<file path="config.mk">
export PLATFORM = sky130hd
export DESIGN_NAME = complementary_attitude_filter_top
export DESIGN_NICKNAME = d
export VERILOG_FILES = /design/src/rtl/core/caf_pkg.sv /design/src/rtl/core/complementary_attitude_filter_top.sv
export VERILOG_INCLUDE_DIRS = /design/src /design/src/rtl/core
export SDC_FILE = /design/constraint.sdc
export NUM_CORES = 2
export LEC_CHECK = 0
export CAP_MARGIN = 5
export CORE_MARGIN = 3
export CORE_UTILIZATION = 40
export DETAILED_ROUTE_END_ITERATION = 10
export DONT_BUFFER_PORTS = 1
export PLACE_DENSITY_LB_ADDON = 0.3
export SLEW_MARGIN = 10
export SYNTH_ARGS = -nofsm -noshare
export SYNTH_HDL_FRONTEND = slang
export SYNTH_SLANG_ARGS = --single-unit
</file>
<file path="constraint.sdc">
create_clock -name clk -period 12.4 [get_ports clk]
set_input_delay 0.62 -clock clk [delete_from_list [all_inputs] [get_ports clk]]
set_output_delay 0.62 -clock clk [all_outputs]
set_load 0.05 [all_outputs]
</file>
<file path="src/rtl/core/complementary_attitude_filter_top_defines.svh">
// Assertion macros for the attitude filter.
`ifndef COMPLEMENTARY_ATTITUDE_FILTER_TOP_DEFINES_SVH
`define COMPLEMENTARY_ATTITUDE_FILTER_TOP_DEFINES_SVH
`ifndef SYNTH
`define CAF_ASSERT_IMPL(label, a, c) \
	label: assert property (@(posedge clk) disable iff (!arst_n) (a) |-> (c)) \
		else $error("assertion failed");
`define CAF_ASSERT_NEXT(label, a, c) \
	label: assert property (@(posedge clk) disable iff (!arst_n) (a) |=> (c)) \
		else $error("assertion failed");
`else
`define CAF_ASSERT_IMPL(label, a, c)
`define CAF_ASSERT_NEXT(label, a, c)
`endif
`endif

</file>
<file path="src/rtl/core/caf_pkg.sv">
package caf_pkg;
	localparam logic [1:0] REG_ROLL_BIAS = 2'd0;
	localparam logic [1:0] REG_PITCH_BIAS = 2'd1;
	localparam logic [1:0] REG_BLEND = 2'd2;
	localparam logic [9:0] BLEND_RESET = 10'd600;
	localparam int OctAngle = 450;
	localparam int RightAngle = 900;
	localparam int HalfTurn = 1800;
	localparam int RateMul = 10;
	localparam int RateDiv = 6553;
	// Widths of the serial divider: 40-bit dividend, 17-bit divisor.
	localparam int NumW = 40;
	localparam int DenW = 17;
	localparam int CntW = 6;

	typedef enum logic [6:0] {
		ST_IDLE  = 7'b0000001,
		ST_SMOOTH = 7'b0000010,
		ST_LOAD  = 7'b0000100,
		ST_DIV   = 7'b0001000,
		ST_POST  = 7'b0010000,
		ST_OUT   = 7'b0100000,
		ST_SPARE = 7'b1000000
	} state_t;

	typedef enum logic [2:0] {
		OP_ATAN_R  = 3'd0,
		OP_ATAN_P  = 3'd1,
		OP_RATE_R  = 3'd2,
		OP_RATE_P  = 3'd3,
		OP_BLEND_R = 3'd4,
		OP_BLEND_P = 3'd5
	} op_t;
endpackage

</file>
<file path="src/rtl/core/complementary_attitude_filter_top.sv">
// Channel   Handshake               Payload
// cfg       cfg_valid / cfg_ready   cfg_index, cfg_data
// in        in_valid / in_ready     accel_x..z, rate_x/y_first, rate_x/y_second
// out       out_valid / out_ready   roll_angle, pitch_angle
// An item takes six restoring divisions of one quotient bit per cycle, run on
// one shared divider; no new input is taken until the result of the last one
// has been taken at the output.
// Reset loads the bias registers with zero, the blend weight with 600 and
// clears the smoothed samples and angles. A stalled result holds in the output
// register; in_ready stays low until it is taken and while a configuration
// write is offered.
module complementary_attitude_filter_top (
	input  logic clk,
	input  logic arst_n,
	input  logic cfg_valid,
	output logic cfg_ready,
	input  logic [1:0] cfg_index,
	input  logic [15:0] cfg_data,
	input  logic in_valid,
	output logic in_ready,
	input  logic signed [15:0] accel_x,
	input  logic signed [15:0] accel_y,
	input  logic signed [15:0] accel_z,
	input  logic signed [15:0] rate_x_first,
	input  logic signed [15:0] rate_y_first,
	input  logic signed [15:0] rate_x_second,
	input  logic signed [15:0] rate_y_second,
	output logic out_valid,
	input  logic out_ready,
	output logic signed [15:0] roll_angle,
	output logic signed [15:0] pitch_angle
);
	import caf_pkg::*;
`include "complementary_attitude_filter_top_defines.svh"

	state_t state_q;
	op_t op_q;
	logic signed [15:0] roll_bias_q, pitch_bias_q;
	logic [9:0] blend_q;
	logic signed [15:0] sacc_q [3];
	logic signed [15:0] ang_q [2];
	logic signed [15:0] ax_q, ay_q, az_q;
	logic signed [16:0] rroll_q, rpitch_q;
	logic signed [15:0] acc_roll_q, acc_pitch_q;
	logic signed [16:0] dl_roll_q, dl_pitch_q;

	logic [NumW-1:0] rem_q;   // shift register: partial remainder; the quotient shifts into quo_q
	logic [NumW-1:0] quo_q;
	logic [DenW-1:0] den_q;
	logic [CntW-1:0] cnt_q;
	logic neg_q;
	logic [1:0] fix_q;        // atan fixup: bit0 swapped octant, bit1 x negative
	logic yneg_q;

	logic signed [17:0] sum_x, sum_y;
	logic signed [16:0] avg_x, avg_y;
	logic signed [17:0] sm_n [3];
	logic [16:0] aby, abx;
	logic [16:0] trial;
	logic [NumW:0] rem_sh;

	assign cfg_ready = state_q == ST_IDLE;
	assign in_ready = (state_q == ST_IDLE) && !cfg_valid;
	assign sum_x = 18'(rate_x_first) + 18'(rate_x_second);
	assign sum_y = 18'(rate_y_first) + 18'(rate_y_second);
	assign avg_x = 17'(sum_x >>> 1) - 17'(roll_bias_q);
	assign avg_y = 17'(sum_y >>> 1) - 17'(pitch_bias_q);

	always_comb begin
		for (int i = 0; i < 3; i++) begin
			sm_n[i] = 18'(sacc_q[i]) + (18'(sacc_q[i]) <<< 1);
		end
		sm_n[0] = sm_n[0] + 18'(ax_q);
		sm_n[1] = sm_n[1] + 18'(ay_q);
		sm_n[2] = sm_n[2] + 18'(az_q);
	end

	logic signed [15:0] aty;
	always_comb begin
		aty = (op_q == OP_ATAN_R) ? sacc_q[1] : sacc_q[0];
		aby = aty[15] ? 17'(-18'(aty)) : 17'(aty);
		abx = sacc_q[2][15] ? 17'(-18'(sacc_q[2])) : 17'(sacc_q[2]);
	end

	assign rem_sh = {rem_q, quo_q[NumW-1]};
	assign trial = rem_sh[DenW-1:0];

	logic [DenW:0] diff;
	always_comb begin
		diff = {1'b0, rem_sh[DenW-1:0]} - {1'b0, den_q};
	end

	// Loading of a division: magnitude dividend, divisor, sign of the quotient.
	logic [NumW-1:0] ld_num;
	logic [DenW-1:0] ld_den;
	logic ld_neg;
	logic [1:0] ld_fix;
	logic ld_yneg;
	logic signed [NumW:0] bnum;
	logic signed [16:0] ang_sel, dl_sel, acc_sel;
	always_comb begin
		ld_num = '0;
		ld_den = 17'd1;
		ld_neg = 1'b0;
		ld_fix = 2'b00;
		ld_yneg = aty[15];
		ang_sel = (op_q == OP_BLEND_R) ? 17'(ang_q[0]) : 17'(ang_q[1]);
		dl_sel = (op_q == OP_BLEND_R) ? dl_roll_q : dl_pitch_q;
		acc_sel = (op_q == OP_BLEND_R) ? 17'(acc_roll_q) : 17'(acc_pitch_q);
		bnum = 41'(signed'({1'b0, blend_q})) * 41'(18'(ang_sel) + 18'(dl_sel)) + 41'(acc_sel);
		case (op_q)
			OP_ATAN_R, OP_ATAN_P: begin
				ld_fix[1] = sacc_q[2][15];
				if (abx >= aby) begin
					ld_num = NumW'(aby) * NumW'(OctAngle);
					ld_den = (abx == 17'd0) ? 17'd1 : abx;
				end else begin
					ld_num = NumW'(abx) * NumW'(OctAngle);
					ld_den = aby;
					ld_fix[0] = 1'b1;
				end
			end
			OP_RATE_R, OP_RATE_P: begin
				dl_sel = (op_q == OP_RATE_R) ? rroll_q : rpitch_q;
				ld_neg = dl_sel[16];
				ld_num = NumW'(dl_sel[16] ? 18'(-18'(dl_sel)) : 18'(dl_sel)) * NumW'(RateMul);
				ld_den = DenW'(RateDiv);
			end
			OP_BLEND_R, OP_BLEND_P: begin
				ld_neg = bnum[NumW];
				ld_num = bnum[NumW] ? NumW'(-bnum) : NumW'(bnum);
				ld_den = DenW'({1'b0, blend_q} + 11'd1);
			end
			default: begin
				ld_num = '0;
			end
		endcase
	end

	logic signed [NumW:0] qs;
	logic signed [15:0] atan_v;
	always_comb begin
		qs = neg_q ? -(NumW+1)'(quo_q) : (NumW+1)'(quo_q);
		atan_v = 16'(quo_q);
		if (fix_q[0]) atan_v = 16'(RightAngle) - atan_v;
		if (fix_q[1]) atan_v = 16'(HalfTurn) - atan_v;
		if (yneg_q) atan_v = -atan_v;
	end

	always_ff @(posedge clk or negedge arst_n) begin
		if (!arst_n) begin
			state_q <= ST_IDLE;
			op_q <= OP_ATAN_R;
			roll_bias_q <= '0;
			pitch_bias_q <= '0;
			blend_q <= BLEND_RESET;
			for (int i = 0; i < 3; i++) sacc_q[i] <= '0;
			ang_q[0] <= '0;
			ang_q[1] <= '0;
			out_valid <= 1'b0;
			cnt_q <= '0;
		end else begin
			case (state_q)
				ST_IDLE: begin
					if (cfg_valid) begin
						case (cfg_index)
							REG_ROLL_BIAS: roll_bias_q <= cfg_data;
							REG_PITCH_BIAS: pitch_bias_q <= cfg_data;
							REG_BLEND: blend_q <= cfg_data[9:0];
							default: ;
						endcase
					end
					if (in_valid && in_ready) begin
						ax_q <= accel_x;
						ay_q <= accel_y;
						az_q <= accel_z;
						rroll_q <= avg_x;
						rpitch_q <= avg_y;
						state_q <= ST_SMOOTH;
					end
				end
				ST_SMOOTH: begin
					for (int i = 0; i < 3; i++) sacc_q[i] <= 16'(sm_n[i] >>> 2);
					op_q <= OP_ATAN_R;
					state_q <= ST_LOAD;
				end
				ST_LOAD: begin
					rem_q <= '0;
					quo_q <= ld_num;
					den_q <= ld_den;
					neg_q <= ld_neg;
					fix_q <= ld_fix;
					yneg_q <= ld_yneg;
					cnt_q <= CntW'(NumW);
					state_q <= ST_DIV;
				end
				ST_DIV: begin
					if (!diff[DenW]) begin
						rem_q <= NumW'(diff[DenW-1:0]);
						quo_q <= {quo_q[NumW-2:0], 1'b1};
					end else begin
						rem_q <= NumW'(trial);
						quo_q <= {quo_q[NumW-2:0], 1'b0};
					end
					cnt_q <= cnt_q - CntW'(1);
					if (cnt_q == CntW'(1)) state_q <= ST_POST;
				end
				ST_POST: begin
					state_q <= ST_LOAD;
					case (op_q)
						OP_ATAN_R: begin
							acc_roll_q <= (abx == 17'd0 && aby == 17'd0) ? '0 : atan_v;
							op_q <= OP_ATAN_P;
						end
						OP_ATAN_P: begin
							acc_pitch_q <= (abx == 17'd0 && aby == 17'd0) ? '0 : atan_v;
							op_q <= OP_RATE_R;
						end
						OP_RATE_R: begin
							dl_roll_q <= 17'(qs);
							op_q <= OP_RATE_P;
						end
						OP_RATE_P: begin
							dl_pitch_q <= 17'(qs);
							op_q <= OP_BLEND_R;
						end
						OP_BLEND_R: begin
							ang_q[0] <= 16'(qs);
							op_q <= OP_BLEND_P;
						end
						default: begin
							ang_q[1] <= 16'(qs);
							out_valid <= 1'b1;
							state_q <= ST_OUT;
						end
					endcase
				end
				ST_OUT: begin
					if (out_ready) begin
						out_valid <= 1'b0;
						state_q <= ST_IDLE;
					end
				end
				default: state_q <= ST_IDLE;
			endcase
		end
	end

	assign roll_angle = ang_q[0];
	assign pitch_angle = ang_q[1];

	`CAF_ASSERT_IMPL(a_out_only_in_out, out_valid, state_q == ST_OUT)
	`CAF_ASSERT_NEXT(a_take_starts, in_valid && in_ready, state_q == ST_SMOOTH)
	`CAF_ASSERT_IMPL(a_div_count, state_q == ST_DIV, cnt_q != '0)
endmodule
</file>
==> impl_metrics.yaml <==
outcome:
  status: "completed"
synth:
  async_reset_ff_frac: 0.380
  syn-instance-count: 4181
  ys.flop_type: "edfxtp_1"
  netlist.area_leader.share: 0.173
  synth_cell_types: 104
  synth_area_sq_um: 39100
  ys_warn_count: 0
  yosysTopAreaCell: "edfxtp_1"
  synthTopCellsByArea: "edfxtp_1 (17%), fa_1 (14%), ha_1 (14%)"
  synth_edf_count: 225
  yosys-top-cells-count: "inv_1 (535), ha_1 (439), nand2_1 (372)"
  synth_area_per_cell_sq_um: 9.35
  yosysMostFrequentCell: "inv_1"
  seq_area_frac_synth: 0.261
  ys_ff_latch: 363
drt:
  viasPerCell: 5.45
  routed_wl_microns: 103000
  drc: 0
  met3WireLength_microns: 5240
  routedWlPerCell_microns: 18.8
  dr.pass1.iters: 5
  dr.first_iter.drc_count: 1906
  wl_met1_microns: 45800
  highest_layer: "met5"
  dr_wl_met2_microns: 48700
  ant_nets: 0
  vias: 29700
sta:
  setup_viol: 0
  report.final.slew_viol_count: 0
  skew_ps: 39.5
  relSlewSlack: 0.193
  hold_viol: 0
  worst_slew_pin_slew_ps: 1180
  period_needed_ps: 11460
  setup_tns_ps: 0
  fmax_ghz: 0.0873
  rsz0062_at_grt: "no"
  min_period_over_period: 0.924
cells_and_area:
  num-nets-final: 4991
  nFillCells: 9309
  regArea_sq_um: 10200
  drive_gt1_frac: 0.0615
  design_area_sq_um: 42100
  syn_to_final_growth_pct: 7.54
  multi_input_area_sq_um: 26400
global_routing:
  antenna_found_initial: 2
  grt_pass1_vias: 29200
  grt_max_degree: 139
  grtUsageTotal: 0.200
  grt_overflow: 0
  grt_pass1_wl_microns: 163000
setup_path:
  r2r_setup_slack_ps: 940
  worstPathArrival_ps: 11760
  cpMostUsedCell: "fa_1"
  cp_slowest_cell: "xor2_1"
  cpPeakStageDelay_ps: 660
  worstRegToRegCells: 34
  critPathRequiredTime_ps: 12700
  r2r_end: "quo_q[23]"
  cp_max_fo: 36
  r2r_start: "op_q[0]"
  critPathKind: "reg2reg"
  endpoint_kind: "flop"
  cp-start-kind: "flop"
clocking:
  clock_latency_ps: 610
  clkSlewWorstSetupHoldPaths_ps: 60
  cts_tree: "yes"
  cts_inserted_buffers: 44
  htreeDepth: 2
  cts.sinks: 363
  clockRootBuffer: "clkbuf_16"
  postCtsSetupBuffers: 0
  clk_path_buf_depth: 3
floorplanning:
  rows: 114
  die_h_microns: 319
  die_area_sq_um: 102000
  die_x_microns: 319
  core_area_sq_um: 96900
  ios: 170
  start_util: 0.404
placed_design:
  place_hpwl_microns: 81700
  post_dp_cell_area_sq_um: 40600
  routabilityCongestion: 0.943
  portBuffers: 0
hold_path:
  hp-class: "in2async"
flow_run:
  maxCapViolCount: 0
-- placed cells by master (no fill, tap or decap), drive strengths merged, types with 16 or more instances in the layout --
cell type  count
and2         102
mux2i         91
nor3         104
clkbuf        61
o21a          26
a211oi        41
edfxtp       225
a21oi        190
ha           439
or2           16
or3           27
xor2         111
a21o          63
nand4         29
nand3         73
dfrtp        133
nor2b         46
nand2b        28
xnor2        199
and3          29
o21ai        228
buf           50
nor2         236
a31oi         40
fa           276
o211ai        17
o21bai        25
o31ai         30
nor4          24
nand2        373
inv          538
mux2          68
-- through the flow --
| step | cells | setup slack, ps | hold WS [ps] | util |
|---|---|---|---|---|
| final | 5453 | 942 | 7.41 | 0.434 |
| after global routing | 5452 | 118 | 74.7 | 0.434 |
| after CTS | 5452 | 1090 | 39.8 | 0.434 |
| after detailed placement | 5370 | 1160 | 332 | 0.419 |
| after global placement | 5370 | 1310 | 333 | 0.419 |
| after floorplan | 4188 | 2120 | 324 | - |
-- kinds of logic after synthesis --
kind of cell	count (synthesis)	share of synthesized area
multiplexers	159	0.0432
buffers and inverters	678	0.0661
AND/OR/NAND/NOR	1143	0.142
adder cells (fa/ha/maj)	715	0.282
flip-flops	363	0.261
other	2	0.000192
AO/OA/AOI/OAI	810	0.135
XOR/XNOR	311	0.0700
-- per-layer routing --
layer / up-vias / global-route usage
met1: 14600 / 0.272
li1: 14300 / -
met2: 674 / 0.336
met3: 140 / 0.0292
met5: - / 0
met4: 2 / 0.0508
-- worst max-delay path, delay by kind of cell (launching register included) --
kind,cells,cell delay [ps]
DFF,1,500
and+or+nand+nor,8,2160
adders and majority gates,7,3430
buffers and inverters,4,610
xor gates and xnor gates,1,660
muxes,1,430
AOI/OAI and AO/OA,13,3370
-- timing repair --
action | in CTS | in global routing
resized for setup | 0 | 0
endpoints found under the hold margin | 138 | 0
hold buffers | 1 | 0
-- how the worst max path moves through the flow --
stage / start / end / slack (ps) / cells after the start
floorplan: op_q[1] / quo_q[28] / 2120 / 40
global placement: op_q[0] / quo_q[19] / 1310 / 34
detailed placement: op_q[0] / quo_q[28] / 1160 / 35
CTS: op_q[0] / quo_q[28] / 1090 / 35
global route: op_q[0] / quo_q[28] / 120 / 35
finish: op_q[0] / quo_q[23] / 940 / 34
-- final cells by class --
class / instances / share of cell area
multi-input combinational: 3147 / 0.628
sequential: 363 / 0.243
inverter: 535 / 0.0477
tap: 1276 / 0.0380
clock buffer: 61 / 0.0304
timing repair buffer: 50 / 0.00940
clock inverter: 20 / 0.00351
antenna: 1 / 0.0000595
-- flip-flops by register name (all words and copies together), names as in the netlist, 10 cells and up --
register,count
dl_pitch_q,17
dl_roll_q,17
acc_pitch_q,16
ay_q,16
rpitch_q,17
pitch_angle,16
quo_q,40
rem_q,16
acc_roll_q,16
rroll_q,17
ax_q,16
roll_bias_q,16
roll_angle,16
sacc_q,48
blend_q,10
az_q,16
pitch_bias_q,16
den_q,17
Power is left out: the tool's default activity adds up to more than one toggle a clock period on the data nets, which glitch-free logic cannot reach.
